--- src/design/wfr_pkg.sv ---
`timescale 1ns / 1ps
// ---------------------------------------------------------------------------
// wfr_pkg
// shared types and constants for the websocket frame receiver
// ---------------------------------------------------------------------------
package wfr_pkg;

    // result kinds
    localparam logic [2:0] KIND_DATA      = 3'd0;
    localparam logic [2:0] KIND_PING_BYTE = 3'd1;
    localparam logic [2:0] KIND_PING_NULL = 3'd2;
    localparam logic [2:0] KIND_CLOSE     = 3'd3;
    localparam logic [2:0] KIND_KEEPALIVE = 3'd4;

    // frame opcodes
    localparam logic [3:0] OP_CONT   = 4'h0;
    localparam logic [3:0] OP_TEXT   = 4'h1;
    localparam logic [3:0] OP_BINARY = 4'h2;
    localparam logic [3:0] OP_CLOSE  = 4'h8;
    localparam logic [3:0] OP_PING   = 4'h9;
    localparam logic [3:0] OP_PONG   = 4'hA;

    // close status codes
    localparam logic [15:0] CC_NORMAL    = 16'd1000;
    localparam logic [15:0] CC_PROTOCOL  = 16'd1002;
    localparam logic [15:0] CC_TYPE      = 16'd1003;
    localparam logic [15:0] CC_OVERLARGE = 16'd1009;

    // length limits
    localparam logic [15:0] CONTROL_MAX = 16'd125;
    localparam logic [6:0]  LEN7_EXT16  = 7'd126;
    localparam logic [6:0]  LEN7_EXT64  = 7'd127;

    // configuration register indexes
    localparam logic [1:0] REG_MASK_REQ    = 2'd0;
    localparam logic [1:0] REG_DATA_TYPE   = 2'd1;
    localparam logic [1:0] REG_MAX_PAYLOAD = 2'd2;

    // configuration register contents
    typedef struct packed {
        logic        mask_req;
        logic [1:0]  data_type;
        logic [15:0] max_payload;
    } cfg_t;

    // one queued result: raw byte plus its mask lane, unmasked at the back
    typedef struct packed {
        logic [2:0]  kind;
        logic [7:0]  raw;
        logic [7:0]  mask;
        logic        last;
        logic        fin;
        logic [15:0] code;
    } entry_t;

endpackage

--- src/design/wfr_front.sv ---
`timescale 1ns / 1ps
// ---------------------------------------------------------------------------
// wfr_front
// header parser: takes one byte or tick per transfer and classifies it
// ---------------------------------------------------------------------------
module wfr_front import wfr_pkg::*; (
    input  logic       clk,
    input  logic       rst_n,
    input  cfg_t       cfg,
    input  logic       in_fire,
    input  logic       cmd,
    input  logic [7:0] in_byte,
    output logic       push,
    output entry_t     push_entry
);

    localparam logic [2:0] PH_IDLE    = 3'd0;
    localparam logic [2:0] PH_HDR1    = 3'd1;
    localparam logic [2:0] PH_LENHI   = 3'd2;
    localparam logic [2:0] PH_LENLO   = 3'd3;
    localparam logic [2:0] PH_KEY     = 3'd4;
    localparam logic [2:0] PH_PAYLOAD = 3'd5;
    localparam logic [2:0] PH_CLOSED  = 3'd6;

    logic [2:0]  phase_reg, phase_next;
    logic [3:0]  opcode_reg, opcode_next;
    logic        fin_reg, fin_next;
    logic        masked_reg, masked_next;
    logic [15:0] plen_reg, plen_next;
    logic [15:0] bcnt_reg, bcnt_next;
    logic [31:0] mkey_reg, mkey_next;
    logic [15:0] pcc_reg, pcc_next;

    logic [6:0]  len7;
    logic [15:0] ld_len;
    logic        ld_masked;
    logic        ld_ctrl_bad;
    logic        ld_big;
    logic [15:0] hd_len;
    logic        hd_type_bad;
    logic        hd_op_bad;
    logic [16:0] pl_sum;
    logic        pl_last;
    logic [7:0]  pl_mask;
    logic [7:0]  pl_byte;
    logic [15:0] pl_pcc;

    // length and opcode checks, shared by the header steps
    always_comb
    begin
        len7        = in_byte[6:0];
        ld_len      = (phase_reg == PH_HDR1) ? {9'd0, len7} : {plen_reg[15:8], in_byte};
        ld_masked   = (phase_reg == PH_HDR1) ? in_byte[7] : masked_reg;
        ld_ctrl_bad = opcode_reg[3] && (!fin_reg || (ld_len > CONTROL_MAX));
        ld_big      = ld_len > cfg.max_payload;
        hd_len      = (phase_reg == PH_KEY) ? plen_reg : ld_len;
        hd_type_bad = ((opcode_reg == OP_TEXT) || (opcode_reg == OP_BINARY))
                      && (opcode_reg != {2'b00, cfg.data_type});
        hd_op_bad   = !(opcode_reg inside {OP_CONT, OP_TEXT, OP_BINARY,
                                           OP_CLOSE, OP_PING, OP_PONG});
    end

    // payload byte position, mask lane and unmasked value
    always_comb
    begin
        pl_sum  = {1'b0, bcnt_reg} + 17'd1;
        pl_last = pl_sum >= {1'b0, plen_reg};
        case (bcnt_reg[1:0])
            2'd0:    pl_mask = mkey_reg[31:24];
            2'd1:    pl_mask = mkey_reg[23:16];
            2'd2:    pl_mask = mkey_reg[15:8];
            default: pl_mask = mkey_reg[7:0];
        endcase
        if (!masked_reg)
        begin
            pl_mask = 8'h00;
        end
        pl_byte = in_byte ^ pl_mask;
        pl_pcc  = (bcnt_reg < 16'd2) ? {pcc_reg[7:0], pl_byte} : pcc_reg;
    end

    // frame state machine
    always_comb
    begin : fsm
        logic        run_ld;
        logic        run_hd;
        logic        do_close;
        logic [15:0] cc;

        run_ld      = 1'b0;
        run_hd      = 1'b0;
        do_close    = 1'b0;
        cc          = CC_NORMAL;
        phase_next  = phase_reg;
        opcode_next = opcode_reg;
        fin_next    = fin_reg;
        masked_next = masked_reg;
        plen_next   = plen_reg;
        bcnt_next   = bcnt_reg;
        mkey_next   = mkey_reg;
        pcc_next    = pcc_reg;
        push        = 1'b0;
        push_entry  = '0;

        if (in_fire && (phase_reg != PH_CLOSED))
        begin
            if (cmd)
            begin
                // read timeout tick asks for a keepalive only between frames
                if (phase_reg == PH_IDLE)
                begin
                    push            = 1'b1;
                    push_entry.kind = KIND_KEEPALIVE;
                end
            end
            else
            begin
                case (phase_reg)
                    PH_IDLE:
                    begin
                        fin_next    = in_byte[7];
                        opcode_next = in_byte[3:0];
                        phase_next  = PH_HDR1;
                    end
                    PH_HDR1:
                    begin
                        masked_next = in_byte[7];
                        if (in_byte[7] != cfg.mask_req)
                        begin
                            do_close = 1'b1;
                            cc       = CC_PROTOCOL;
                        end
                        else if (len7 == LEN7_EXT64)
                        begin
                            do_close = 1'b1;
                            cc       = CC_OVERLARGE;
                        end
                        else if (len7 == LEN7_EXT16)
                        begin
                            plen_next  = '0;
                            phase_next = PH_LENHI;
                        end
                        else
                        begin
                            plen_next = ld_len;
                            run_ld    = 1'b1;
                        end
                    end
                    PH_LENHI:
                    begin
                        plen_next  = {in_byte, 8'h00};
                        phase_next = PH_LENLO;
                    end
                    PH_LENLO:
                    begin
                        plen_next = ld_len;
                        if (ld_len < {9'd0, LEN7_EXT16})
                        begin
                            do_close = 1'b1;
                            cc       = CC_PROTOCOL;
                        end
                        else
                        begin
                            run_ld = 1'b1;
                        end
                    end
                    PH_KEY:
                    begin
                        mkey_next = {mkey_reg[23:0], in_byte};
                        bcnt_next = bcnt_reg + 16'd1;
                        if (bcnt_reg == 16'd3)
                        begin
                            run_hd = 1'b1;
                        end
                    end
                    PH_PAYLOAD:
                    begin
                        bcnt_next = pl_sum[15:0];
                        if (pl_last)
                        begin
                            phase_next = PH_IDLE;
                        end
                        case (opcode_reg)
                            OP_CONT, OP_TEXT, OP_BINARY, OP_PING:
                            begin
                                push            = 1'b1;
                                push_entry.kind = (opcode_reg == OP_PING) ?
                                                  KIND_PING_BYTE : KIND_DATA;
                                push_entry.raw  = in_byte;
                                push_entry.mask = pl_mask;
                                push_entry.last = pl_last;
                                push_entry.fin  = fin_reg;
                            end
                            OP_CLOSE:
                            begin
                                pcc_next = pl_pcc;
                                if (pl_last)
                                begin
                                    do_close = 1'b1;
                                    cc       = (plen_reg >= 16'd2) ? pl_pcc : CC_NORMAL;
                                end
                            end
                            default:
                            begin
                                push = 1'b0;
                            end
                        endcase
                    end
                    default:
                    begin
                        phase_next = PH_CLOSED;
                    end
                endcase

                // end of the length field: control frame and size checks
                if (run_ld)
                begin
                    if (ld_ctrl_bad)
                    begin
                        do_close = 1'b1;
                        cc       = CC_PROTOCOL;
                    end
                    else if (ld_big)
                    begin
                        do_close = 1'b1;
                        cc       = CC_OVERLARGE;
                    end
                    else if (ld_masked)
                    begin
                        bcnt_next  = '0;
                        mkey_next  = '0;
                        phase_next = PH_KEY;
                    end
                    else
                    begin
                        run_hd = 1'b1;
                    end
                end

                // end of the header: opcode checks and empty frames
                if (run_hd)
                begin
                    bcnt_next = '0;
                    pcc_next  = '0;
                    if (hd_type_bad)
                    begin
                        do_close = 1'b1;
                        cc       = CC_TYPE;
                    end
                    else if (hd_op_bad)
                    begin
                        do_close = 1'b1;
                        cc       = CC_PROTOCOL;
                    end
                    else if (hd_len == 16'd0)
                    begin
                        phase_next = PH_IDLE;
                        if (opcode_reg == OP_CLOSE)
                        begin
                            do_close = 1'b1;
                            cc       = CC_NORMAL;
                        end
                        else if (opcode_reg == OP_PING)
                        begin
                            push            = 1'b1;
                            push_entry.kind = KIND_PING_NULL;
                            push_entry.fin  = fin_reg;
                        end
                    end
                    else
                    begin
                        phase_next = PH_PAYLOAD;
                    end
                end
            end

            // any close ends the session until reset
            if (do_close)
            begin
                phase_next      = PH_CLOSED;
                push            = 1'b1;
                push_entry      = '0;
                push_entry.kind = KIND_CLOSE;
                push_entry.code = cc;
            end
        end
    end

    // state registers
    always_ff @(posedge clk or negedge rst_n)
    begin
        if (!rst_n)
        begin
            phase_reg  <= PH_IDLE;
            opcode_reg <= '0;
            fin_reg    <= 1'b0;
            masked_reg <= 1'b0;
            plen_reg   <= '0;
            bcnt_reg   <= '0;
            mkey_reg   <= '0;
            pcc_reg    <= '0;
        end
        else
        begin
            phase_reg  <= phase_next;
            opcode_reg <= opcode_next;
            fin_reg    <= fin_next;
            masked_reg <= masked_next;
            plen_reg   <= plen_next;
            bcnt_reg   <= bcnt_next;
            mkey_reg   <= mkey_next;
            pcc_reg    <= pcc_next;
        end
    end

endmodule

--- src/design/wfr_queue.sv ---
`timescale 1ns / 1ps
// ---------------------------------------------------------------------------
// wfr_queue
// two-entry result queue between the parser and the output stage
// ---------------------------------------------------------------------------
module wfr_queue import wfr_pkg::*; (
    input  logic   clk,
    input  logic   rst_n,
    input  logic   push,
    input  entry_t push_entry,
    input  logic   pop,
    output logic   full,
    output logic   nonempty,
    output entry_t head
);

    entry_t     slot_reg [2];
    logic       wr_ptr_reg, wr_ptr_next;
    logic       rd_ptr_reg, rd_ptr_next;
    logic [1:0] count_reg, count_next;

    assign full     = count_reg == 2'd2;
    assign nonempty = count_reg != 2'd0;
    assign head     = slot_reg[rd_ptr_reg];

    // pointer and fill bookkeeping
    always_comb
    begin
        wr_ptr_next = push ? ~wr_ptr_reg : wr_ptr_reg;
        rd_ptr_next = pop ? ~rd_ptr_reg : rd_ptr_reg;
        count_next  = count_reg;
        if (push && !pop)
        begin
            count_next = count_reg + 2'd1;
        end
        else if (pop && !push)
        begin
            count_next = count_reg - 2'd1;
        end
    end

    always_ff @(posedge clk or negedge rst_n)
    begin
        if (!rst_n)
        begin
            wr_ptr_reg <= 1'b0;
            rd_ptr_reg <= 1'b0;
            count_reg  <= '0;
        end
        else
        begin
            wr_ptr_reg <= wr_ptr_next;
            rd_ptr_reg <= rd_ptr_next;
            count_reg  <= count_next;
        end
    end

    // entry storage
    always_ff @(posedge clk)
    begin
        if (push)
        begin
            slot_reg[wr_ptr_reg] <= push_entry;
        end
    end

endmodule

--- src/design/wfr_back.sv ---
`timescale 1ns / 1ps
// ---------------------------------------------------------------------------
// wfr_back
// output stage: unmasks queued bytes and holds the result for transfer
// ---------------------------------------------------------------------------
module wfr_back import wfr_pkg::*; (
    input  logic        clk,
    input  logic        rst_n,
    input  logic        q_nonempty,
    input  entry_t      q_head,
    output logic        q_pop,
    output logic        out_valid,
    input  logic        out_ready,
    output logic [2:0]  kind,
    output logic [7:0]  out_byte,
    output logic        last,
    output logic        final_fragment,
    output logic [15:0] close_code
);

    logic        valid_reg;
    logic [2:0]  kind_reg;
    logic [7:0]  byte_reg, byte_next;
    logic        last_reg;
    logic        fin_reg;
    logic [15:0] code_reg;

    // take the head whenever the output register is free or being emptied
    assign q_pop = q_nonempty && (!valid_reg || out_ready);

    // unmask payload bytes; other kinds carry no byte
    always_comb
    begin
        if ((q_head.kind == KIND_DATA) || (q_head.kind == KIND_PING_BYTE))
        begin
            byte_next = q_head.raw ^ q_head.mask;
        end
        else
        begin
            byte_next = 8'h00;
        end
    end

    always_ff @(posedge clk or negedge rst_n)
    begin
        if (!rst_n)
        begin
            valid_reg <= 1'b0;
        end
        else if (q_pop)
        begin
            valid_reg <= 1'b1;
        end
        else if (out_ready)
        begin
            valid_reg <= 1'b0;
        end
    end

    always_ff @(posedge clk)
    begin
        if (q_pop)
        begin
            kind_reg <= q_head.kind;
            byte_reg <= byte_next;
            last_reg <= q_head.last;
            fin_reg  <= q_head.fin;
            code_reg <= q_head.code;
        end
    end

    assign out_valid      = valid_reg;
    assign kind           = kind_reg;
    assign out_byte       = byte_reg;
    assign last           = last_reg;
    assign final_fragment = fin_reg;
    assign close_code     = code_reg;

endmodule

--- src/design/websocket_frame_receiver.sv ---
`timescale 1ns / 1ps
// ---------------------------------------------------------------------------
// websocket_frame_receiver
// byte-serial websocket frame receiver with payload unmasking
// ---------------------------------------------------------------------------
// Takes one stream byte or read-timeout tick per transfer and sustains one
// transfer per cycle: the header parser finishes each item in the cycle it
// is accepted and writes any result into a two-entry queue, and a registered
// output stage takes it from the queue, unmasks it and presents it. in_ready
// drops only while the queue is full, i.e. when the output side has stalled.
// After any close result the receiver ignores all input until reset.
// Configuration writes are taken at once (cfg_ready is always high) and must
// only occur while the block is idle.
module websocket_frame_receiver import wfr_pkg::*; (
    input  logic        clk,
    input  logic        rst_n,
    input  logic        in_valid,
    output logic        in_ready,
    input  logic        cmd,
    input  logic [7:0]  in_byte,
    output logic        out_valid,
    input  logic        out_ready,
    output logic [2:0]  kind,
    output logic [7:0]  out_byte,
    output logic        last,
    output logic        final_fragment,
    output logic [15:0] close_code,
    input  logic        cfg_valid,
    output logic        cfg_ready,
    input  logic [1:0]  cfg_index,
    input  logic [15:0] cfg_data
);

    cfg_t   cfg_reg;
    logic   in_fire;
    logic   push;
    entry_t push_entry;
    logic   q_full;
    logic   q_nonempty;
    logic   q_pop;
    entry_t q_head;

    assign cfg_ready = 1'b1;
    assign in_ready  = !q_full;
    assign in_fire   = in_valid && in_ready;

    // configuration registers
    always_ff @(posedge clk or negedge rst_n)
    begin
        if (!rst_n)
        begin
            cfg_reg.mask_req    <= 1'b1;
            cfg_reg.data_type   <= 2'd1;
            cfg_reg.max_payload <= 16'hFFFF;
        end
        else if (cfg_valid && cfg_ready)
        begin
            case (cfg_index)
                REG_MASK_REQ:    cfg_reg.mask_req    <= cfg_data[0];
                REG_DATA_TYPE:   cfg_reg.data_type   <= cfg_data[1:0];
                REG_MAX_PAYLOAD: cfg_reg.max_payload <= cfg_data;
                default:         cfg_reg             <= cfg_reg;
            endcase
        end
    end

    wfr_front u_front (
        .clk        (clk),
        .rst_n      (rst_n),
        .cfg        (cfg_reg),
        .in_fire    (in_fire),
        .cmd        (cmd),
        .in_byte    (in_byte),
        .push       (push),
        .push_entry (push_entry)
    );

    wfr_queue u_queue (
        .clk        (clk),
        .rst_n      (rst_n),
        .push       (push),
        .push_entry (push_entry),
        .pop        (q_pop),
        .full       (q_full),
        .nonempty   (q_nonempty),
        .head       (q_head)
    );

    wfr_back u_back (
        .clk            (clk),
        .rst_n          (rst_n),
        .q_nonempty     (q_nonempty),
        .q_head         (q_head),
        .q_pop          (q_pop),
        .out_valid      (out_valid),
        .out_ready      (out_ready),
        .kind           (kind),
        .out_byte       (out_byte),
        .last           (last),
        .final_fragment (final_fragment),
        .close_code     (close_code)
    );

endmodule

--- config.mk ---
export PLATFORM = sky130hd
export DESIGN_NAME = websocket_frame_receiver
export DESIGN_NICKNAME = d
export VERILOG_FILES = /design/src/design/wfr_pkg.sv /design/src/design/wfr_front.sv /design/src/design/wfr_queue.sv /design/src/design/wfr_back.sv /design/src/design/websocket_frame_receiver.sv
export SDC_FILE = /design/constraint.sdc
export NUM_CORES = 1
export LEC_CHECK = 0
export CORE_ASPECT_RATIO = 0.5
export CORE_MARGIN = 2
export CORE_UTILIZATION = 39
export CTS_BUF_LIST = sky130_fd_sc_hd__clkbuf_16
export CTS_CLUSTER_DIAMETER = 100
export DETAILED_ROUTE_END_ITERATION = 12
export DONT_BUFFER_PORTS = 1
export GPL_ROUTABILITY_DRIVEN = 0
export SETUP_SLACK_MARGIN = 0.2
export SYNTH_ARGS = -nofsm -noshare
export SYNTH_HDL_FRONTEND = slang
export SYNTH_HIERARCHICAL = 1
export SYNTH_SLANG_ARGS = --single-unit
--- constraint.sdc ---
create_clock -name clk -period 7.7 [get_ports clk]
set_input_delay 0.77 -clock clk [delete_from_list [all_inputs] [get_ports clk]]
set_output_delay 0.77 -clock clk [all_outputs]
set_load 0.03 [all_outputs]
---- Word level (Yosys, flattened, before mapping) ----
Memories as Yosys holds them, arrays and structs flattened.
Index checks and enable logic that the tools add are counted.
operators by class
  bitwise operators ....................... 5
  magnitude comparators ................... 6
  equal/unequal tests ..................... 25
  $add $sub $neg .......................... 4
  mux-type cells .......................... 124
  reductions and logical operators ........ 39
operators by type and width
  cell                                                                count
  2-to-1 mux 16 bit                                                   27
  2-to-1 mux 32 bit                                                   5
  one-hot mux 16 bit (3 select lines)                                 2
  2-to-1 mux 37 bit                                                   2
  2-to-1 mux 3 bit                                                    22
  2-to-1 mux 1 bit                                                    53
  2-to-1 mux 21 bit                                                   2
  one-hot mux 16 bit (2 select lines)                                 1
  one-hot mux 8 bit (3 select lines)                                  1
  2-to-1 mux 18 bit                                                   1
  adder 16 x 1 -> 17 bit, second input constant                       1
  greater-or-equal comparator 17 x 16 -> 1 bit                        1
  adder 16 x 1 -> 16 bit, second input constant                       1
  == test 16 x 2 -> 1 bit, second input constant                      1
  greater-or-equal comparator 16 x 2 -> 1 bit, second input constant  1
  > comparator 16 bit                                                 1
  > comparator 16 x 7 -> 1 bit, second input constant                 1
  logical NOT 16 bit                                                  1
  less-than comparator 16 x 2 -> 1 bit, second input constant         1
  less-than comparator 16 x 7 -> 1 bit, second input constant         1
  XOR 8 bit                                                           2
  one-hot mux 3 bit (5 select lines)                                  1
  == test 7 bit, second input constant                                2
  == test 4 bit, second input constant                                3
  35 further kinds                                                    69
word-level totals
  RAM bits ................................ 74
  register bits after elaboration ......... 142
  input port bits ......................... 32
  memories kept ........................... 1
  logic and storage cells ................. 224
  output and inout port bits .............. 32
memory list
  name              words  bits a word  rd ports  clocked after memory_dff  write ports  RTL line         source
  u_queue.slot_reg  2      37           1         0                         1            wfr_queue.sv:17  entry_t slot_reg [2];

---- Depth between registers and ports, before layout ----
  depth after elaboration ................. 21
  mapped depth ............................ 20
  gate-level depth less buffers ........... 19

---- Hierarchy ----
The synthesis kept the hierarchy.
modules (own cells, without submodules)
  module                    cells each  times used  seq. area each (um^2)  area an instance (um^2)
  wfr_front                 653         1           2,227.1                5,849.4
  wfr_queue                 131         1           2,322.2                2,941.6
  wfr_back                  51          1           895.9                  1,052.3
  websocket_frame_receiver  46          1           498.0                  817.0

---- Worst setup path before layout ----
Ideal clock, no wire load.
  path kind ............................... input to register
  from .................................... input in_byte[7]
  to ...................................... memory u_queue/slot_reg[0][0] in the netlist's numbering (enable)
  arrival ................................. 5,294 ps
  path slack .............................. 1,970 ps
  library setup time ...................... 436 ps
  data required time ...................... 7,264 ps
  path buffers ............................ 1
  cell stages on the path ................. 13
  path through ............................ buf_2 -> inv_1 -> nor2_1 -> ha_1 -> a21oi_1 -> o21ai_0 -> a221oi_1 -> or3b_2 -> o31ai_2 -> a2111oi_4 -> a21boi_0 -> a21oi_1 -> nor2b_1
between the ends
  longest elaborated chain between the ends .. 18
  elaborated cells between the ends (all ways) .. 43
  classes of those cells .................. order compare (3); eq/ne (1); mux (36); reduce/logical (3)
RTL lines
  item                                                                                      RTL line                            source
  from (decl)                                                                               websocket_frame_receiver.sv:20      input logic [7:0] in_byte,
  2-to-1 mux 16 bit                                                                         wfr_front.sv:52                     ld_len = (phase_reg == PH_HDR1) ? {9'd0, len7} : {plen_reg[15:8], in_byte};
  less-than comparator 16 x 7 -> 1 bit                                                      wfr_front.sv:157                    if (ld_len < {9'd0, LEN7_EXT16})
  2-to-1 mux 1 bit                                                                          wfr_front.sv:157
  one-hot mux 1 bit (3 select lines) or one-hot mux 1 bit (2 select lines) (tied branches)  wfr_front.sv:118                    case (phase_reg)
  2-to-1 mux 1 bit (on tied branches)                                                       wfr_front.sv:223, wfr_front.sv:107
  2-to-1 mux 1 bit (on tied branches)                                                       wfr_front.sv:218, wfr_front.sv:105
  2-to-1 mux 1 bit                                                                          wfr_front.sv:216                    if (run_ld)
  2-to-1 mux 1 bit                                                                          wfr_front.sv:258                    if (opcode_reg == OP_CLOSE)
  [3 not listed]                                                                            n/a
  2-to-1 mux 1 bit                                                                          wfr_front.sv:241                    if (run_hd)
  2-to-1 mux 1 bit                                                                          wfr_front.sv:107                    if (cmd)
  2-to-1 mux 1 bit                                                                          wfr_front.sv:105                    if (in_fire && (phase_reg != PH_CLOSED))
  2-to-1 mux 1 bit *                                                                        wfr_front.sv:278                    if (do_close)
  2-to-1 mux 1 bit *                                                                        wfr_front.sv:105
  net push                                                                                  websocket_frame_receiver.sv:36      logic push;
  2-to-1 mux 1 bit *                                                                        wfr_queue.sv:61                     if (push)
  2-to-1 mux 1 bit (implied by the code) *                                                  wfr_queue.sv:63                     slot_reg[wr_ptr_reg] <= push_entry;
  to (decl)                                                                                 wfr_queue.sv:17
Mark *: on every way through the listed nets, which the timed path passes. The rest lies on a longest branch. The select of a mux whose other input is x is not followed.

---- Worst setup path in the final report ----
  from .................................... register u_front.bcnt_reg[1]
  to ...................................... memory u_queue/slot_reg[1][29] in the netlist's numbering (enable)
between the ends
  longest elaborated chain between the ends .. 19
  elaborated cells between the ends (all ways) .. 30
  classes of those cells .................. add/sub (1); order compare (1); eq/ne (1); mux (27)
RTL lines
  item                                          RTL line                        source
  from (decl)                                   wfr_front.sv:30                 logic [15:0] bcnt_reg, bcnt_next;
  from (signal assigned)                        wfr_front.sv:310                bcnt_reg <= bcnt_next;
  adder 16 x 1 -> 17 bit                        wfr_front.sv:66                 pl_sum = {1'b0, bcnt_reg} + 17'd1;
  greater-or-equal comparator 17 x 16 -> 1 bit  wfr_front.sv:67                 pl_last = pl_sum >= {1'b0, plen_reg};
  2-to-1 mux 1 bit                              wfr_front.sv:197                if (pl_last)
  2-to-1 mux 1 bit                              wfr_front.sv:183                case (opcode_reg)
  one-hot mux 1 bit (3 select lines)            wfr_front.sv:118
  2-to-1 mux 1 bit                              wfr_front.sv:223                else if (ld_big)
  2-to-1 mux 1 bit                              wfr_front.sv:218                if (ld_ctrl_bad)
  2-to-1 mux 1 bit                              wfr_front.sv:216
  [4 not listed]                                n/a
  2-to-1 mux 1 bit                              wfr_front.sv:241
  2-to-1 mux 1 bit                              wfr_front.sv:107
  2-to-1 mux 1 bit                              wfr_front.sv:105
  2-to-1 mux 1 bit *                            wfr_front.sv:278
  2-to-1 mux 1 bit *                            wfr_front.sv:105
  net push                                      websocket_frame_receiver.sv:36
  2-to-1 mux 1 bit *                            wfr_queue.sv:61
  2-to-1 mux 1 bit (implied by the code) *      wfr_queue.sv:63
Marks and branches as above.

==> results.json <==
{
  "critical_path.endpoint_type": "flop",
  "crit_path_max_fanout": 37,
  "rr_startpoint": "u_front/bcnt_reg[1]$_DFFE_PN0P_",
  "post-cts-setup-buffer-count": 0,
  "unrepaired_setup_endpoints_after_global_routing": "no",
  "io_buffers": 0,
  "synthArstFlopShare_pct": 52.3,
  "vias_in_the_first_global_route": 7088,
  "final_period_minus_worst_setup_slack_ns": 6.07,
  "clock.fmax_mhz": 165,
  "gr-total-overflow": 0,
  "total_power_w": 0.00430,
  "clk_latency_ns": 0.51,
  "worst_setup_slack_after_placement_ns": 1.76,
  "worst-slew-pin-transition_ns": 1.33,
  "drt_drc_violations_left": 0,
  "cts.htree.levels": 1,
  "timing.hold.worst.class": "in2async",
  "worst-endpoint-arrival_ns": 6.29,
  "yosys_register_bits": 216,
  "critical_path.reg2reg.endpoint": "u_queue/slot_reg[1][29]$_DFFE_PP_",
  "timing.final.crit_share_pct": 78.9,
  "postLayoutSetupSlackWorst_ns": 1.63,
  "die_w_um": 238,
  "static-leakage-power_nw": 4.81,
  "synthDistinctLibCells": 75,
  "clock_tree.root_cell": "clkbuf_16",
  "crit_path_from": "u_front/bcnt_reg[1]$_DFFE_PN0P_",
  "max-clock-path-buffers": 3,
  "final-hold-violation-count": 0,
  "placed_cells": 1202,
  "syn_area_per_cell_um2": 12.1,
  "post_layout_nonfiller_instances": 1243,
  "grt_antenna_before_repair": 0,
  "worst-setup-path-type": "reg2reg",
  "postRouteAntennaNets": 0,
  "final_net_count": 944,
  "largest_reg_flops": 74,
  "floorplan.io_pins": 64,
  "clkSinkCount": 216,
  "via_count": 6966,
  "cpMaxStageDelayCell": "nor4_1",
  "timing.critical_path.max_delay_family": "simple AND/OR/NAND/NOR gates",
  "cp_num_buf_inv": 1,
  "cp_data_required_time_ns": 7.91,
  "drt-initial-drc-count": 688,
  "final-setup-viol-count": 0,
  "netlist.area_leader.share_pct": 29.0,
  "setup_total_negative_slack_ns": 0,
  "relative_max_transition_margin_pct": 10.2,
  "drt_first_pass_iters": 6,
  "dieHeight_um": 121,
  "fin_skew_ns": 0.0129,
  "grtUsageTotal_pct": 16.8,
  "yosys_most_used_dff": "edfxtp_1",
  "fp.dieArea_um2": 28800,
  "detail_route.wl_per_cell_um": 19.2,
  "maximum_vdd_drop_mv": 0.176,
  "maxCapViolations": 0,
  "initial_utilization_pct": 40.0,
  "synth.cell_area_um2": 10700,
  "synthDominantAreaCellType": "edfxtp_1",
  "place_hpwl_um": 16500,
  "antenna_cells_inserted": 0,
  "status": "finished clean",
  "ff2ff_setup_slack_ns": 1.63,
  "ctsResizeCount": 0,
  "report.final.slew_viol_count": 0,
  "cellPowerDensity_nw_per_um2": 366,
  "synth_sequential_area_ratio_pct": 55.8,
  "grt_start_max_net_pins": 96,
  "clock_slew_seen_by_the_registers_of_the_worst_setup_and_hold_paths_ns": 0.07,
  "reg2reg_depth": 17,
  "critical_path.startpoint_type": "flop",
  "synthesis.instances": 881,
  "max_stage_delay_ns": 1.10,
  "synthesized_net_count": 950,
  "yosys_warnings": 6,
  "number_of_enable_type_register_cells_in_the_synthesized_netlist": 103,
  "crit_path_cell_trace": "ha_1, nand3_2, nor2_1, nand2_1, nor3_1, xor2_1, ha_1, a21o_1, a21oi_1, o31ai_1, nor4_1, nor2_1, a2111oi_4, a21boi_0, a21oi_1, and2_1, buf_4",
  "area_growth_pct": 10.0,
  "routed_wirelength_um": 23800,
  "vias_per_cell": 5.60,
  "drive_gt1_share_pct": 17.7,
  "biggest_area_contributors_in_the_synthesized_netlist": "edfxtp_1, dfrtp_1, dfstp_2, a22o_1, ha_1",
  "fp.coreArea_um2": 26600,
  "cts_buffers": 22,
  "std_cell_rows": 42,
  "grt_pass1_wl_um": 38300,
  "cts_tree": "built"
}
## worst reg2reg max path: stages (launching register included)
cell	delay (ns)
dfrtp_1	0.61
ha_1	0.37
nand3_2	0.20
nor2_1	0.32
nand2_1	0.13
nor3_1	0.24
xor2_1	0.22
ha_1	0.28
a21o_1	0.16
a21oi_1	0.15
o31ai_1	0.10
nor4_1	1.10
nor2_1	0.23
a2111oi_4	0.71
a21boi_0	0.32
a21oi_1	0.18
and2_1	0.19
buf_4	0.27
## synthesized netlist by cell type, types with 2 or more instances
cell	n
buf_2	4
nor3b_1	2
buf_6	6
a211oi_1	4
o21a_1	3
or2_2	4
mux2i_1	9
xnor2_1	25
a21oi_1	35
dfrtp_1	95
inv_1	48
nand3_1	16
nand4_1	9
nor4b_1	2
nor2_2	17
nand2_1	57
a32o_1	9
and3_1	7
nand3b_1	3
and2_1	5
o21ai_0	42
nor2b_1	9
or3b_2	3
mux2_4	30
a21boi_0	2
dfstp_2	18
a222oi_1	8
ha_1	37
buf_1	2
a21o_1	6
nor2_1	55
edfxtp_1	103
nor3_1	15
clkbuf_1	28
xor2_1	11
a22o_1	54
or4_1	5
o31ai_1	6
o211ai_1	12
mux2_2	26
nor4_1	6
nand2b_1	10
## placed cells by master, fill, tap and decap left out, types with 3 or more instances in the layout
cell type / count
a211oi_1: 4
a21o_1: 6
a21oi_1: 35
a222oi_1: 8
a22o_1: 54
a32o_1: 9
and2_1: 5
and3_1: 7
buf_4: 10
bufinv_16: 3
clkbuf_16: 22
clkinv_1: 5
clkinv_2: 5
dfrtp_1: 94
dfstp_2: 18
edfxtp_1: 103
ha_1: 37
inv_1: 52
mux2_2: 26
mux2_4: 30
mux2i_1: 9
nand2_1: 57
nand2b_1: 10
nand3_1: 16
nand3b_1: 3
nand4_1: 9
nor2_1: 54
nor2_2: 18
nor2b_1: 8
nor3_1: 15
nor4_1: 6
o211ai_1: 12
o21a_1: 3
o21ai_0: 42
o31ai_1: 6
or2_2: 4
or3b_2: 3
or4_1: 5
xnor2_1: 25
xor2_1: 11
## metal layers
layer	vias to the layer above	track usage (%)	share of wire [%]
met3	42	3.25	5.1
met2	208	26.3	45
li1	3233	-	-
met5	-	0	0
met4	0	5.23	2.5
met1	3483	23.8	48
## final cells by class
cell class	count	area (µm²)
clock inverter	18	170
tap	352	440
sequential	216	5940
inverter	49	184
timing repair buffer	11	103
clock buffer	22	551
fill	2402	14900
multi-input combinational	575	4340
## kinds of logic after synthesis
family / after synthesis / synth area share [%]
adder cells (fa/ha/maj): 37 / 4.34
multiplexers: 65 / 7.82
AO/OA/AOI/OAI: 198 / 13.7
other: 1 / 0.0352
flip-flops: 216 / 55.8
buffers and inverters: 90 / 3.67
AND/OR/NAND/NOR: 238 / 11.7
XOR/XNOR: 36 / 2.96
## through the flow
| step | hold slack (ns) | instance area (µm²) | util (%) |
|---|---|---|---|
| after CTS | 0.0774 | 11700 | 44.0 |
| after detailed placement | 0.477 | 11000 | 41.2 |
| after global placement | 0.469 | 11000 | 41.2 |
| after global routing | 0.0732 | 11700 | 44.0 |
| final | 0.102 | 11700 | 44.0 |
| after floorplan | 0.447 | 10700 | - |
## worst max-delay path by stage
stage                                                   end  slack, ns  cells past startpoint
after detailed placement  u_queue/slot_reg[1][27]$_DFFE_PP_       1.76                     17
after floorplan            u_queue/slot_reg[0][0]$_DFFE_PP_       1.97                     13
after CTS                 u_queue/slot_reg[1][33]$_DFFE_PP_       1.76                     17
after global placement    u_queue/slot_reg[1][27]$_DFFE_PP_       2.06                     17
after global routing      u_queue/slot_reg[1][21]$_DFFE_PP_       1.22                     17
final                     u_queue/slot_reg[1][29]$_DFFE_PP_       1.63                     17
## power by group
part           switching, W  leakage, nW  internal, W  total, W
sequential         0.000393         2.45      0.00153   0.00192
combinational      0.000751         1.98     0.000559   0.00131
clock              0.000445        0.372     0.000623   0.00107
## what timing repair did
action                                 4_1_cts  5_1_grt
endpoints found under the hold margin       95        0
hold buffers                                 1        0
setup endpoints to repair                    0        0
(Power assumes the default switching activity.)
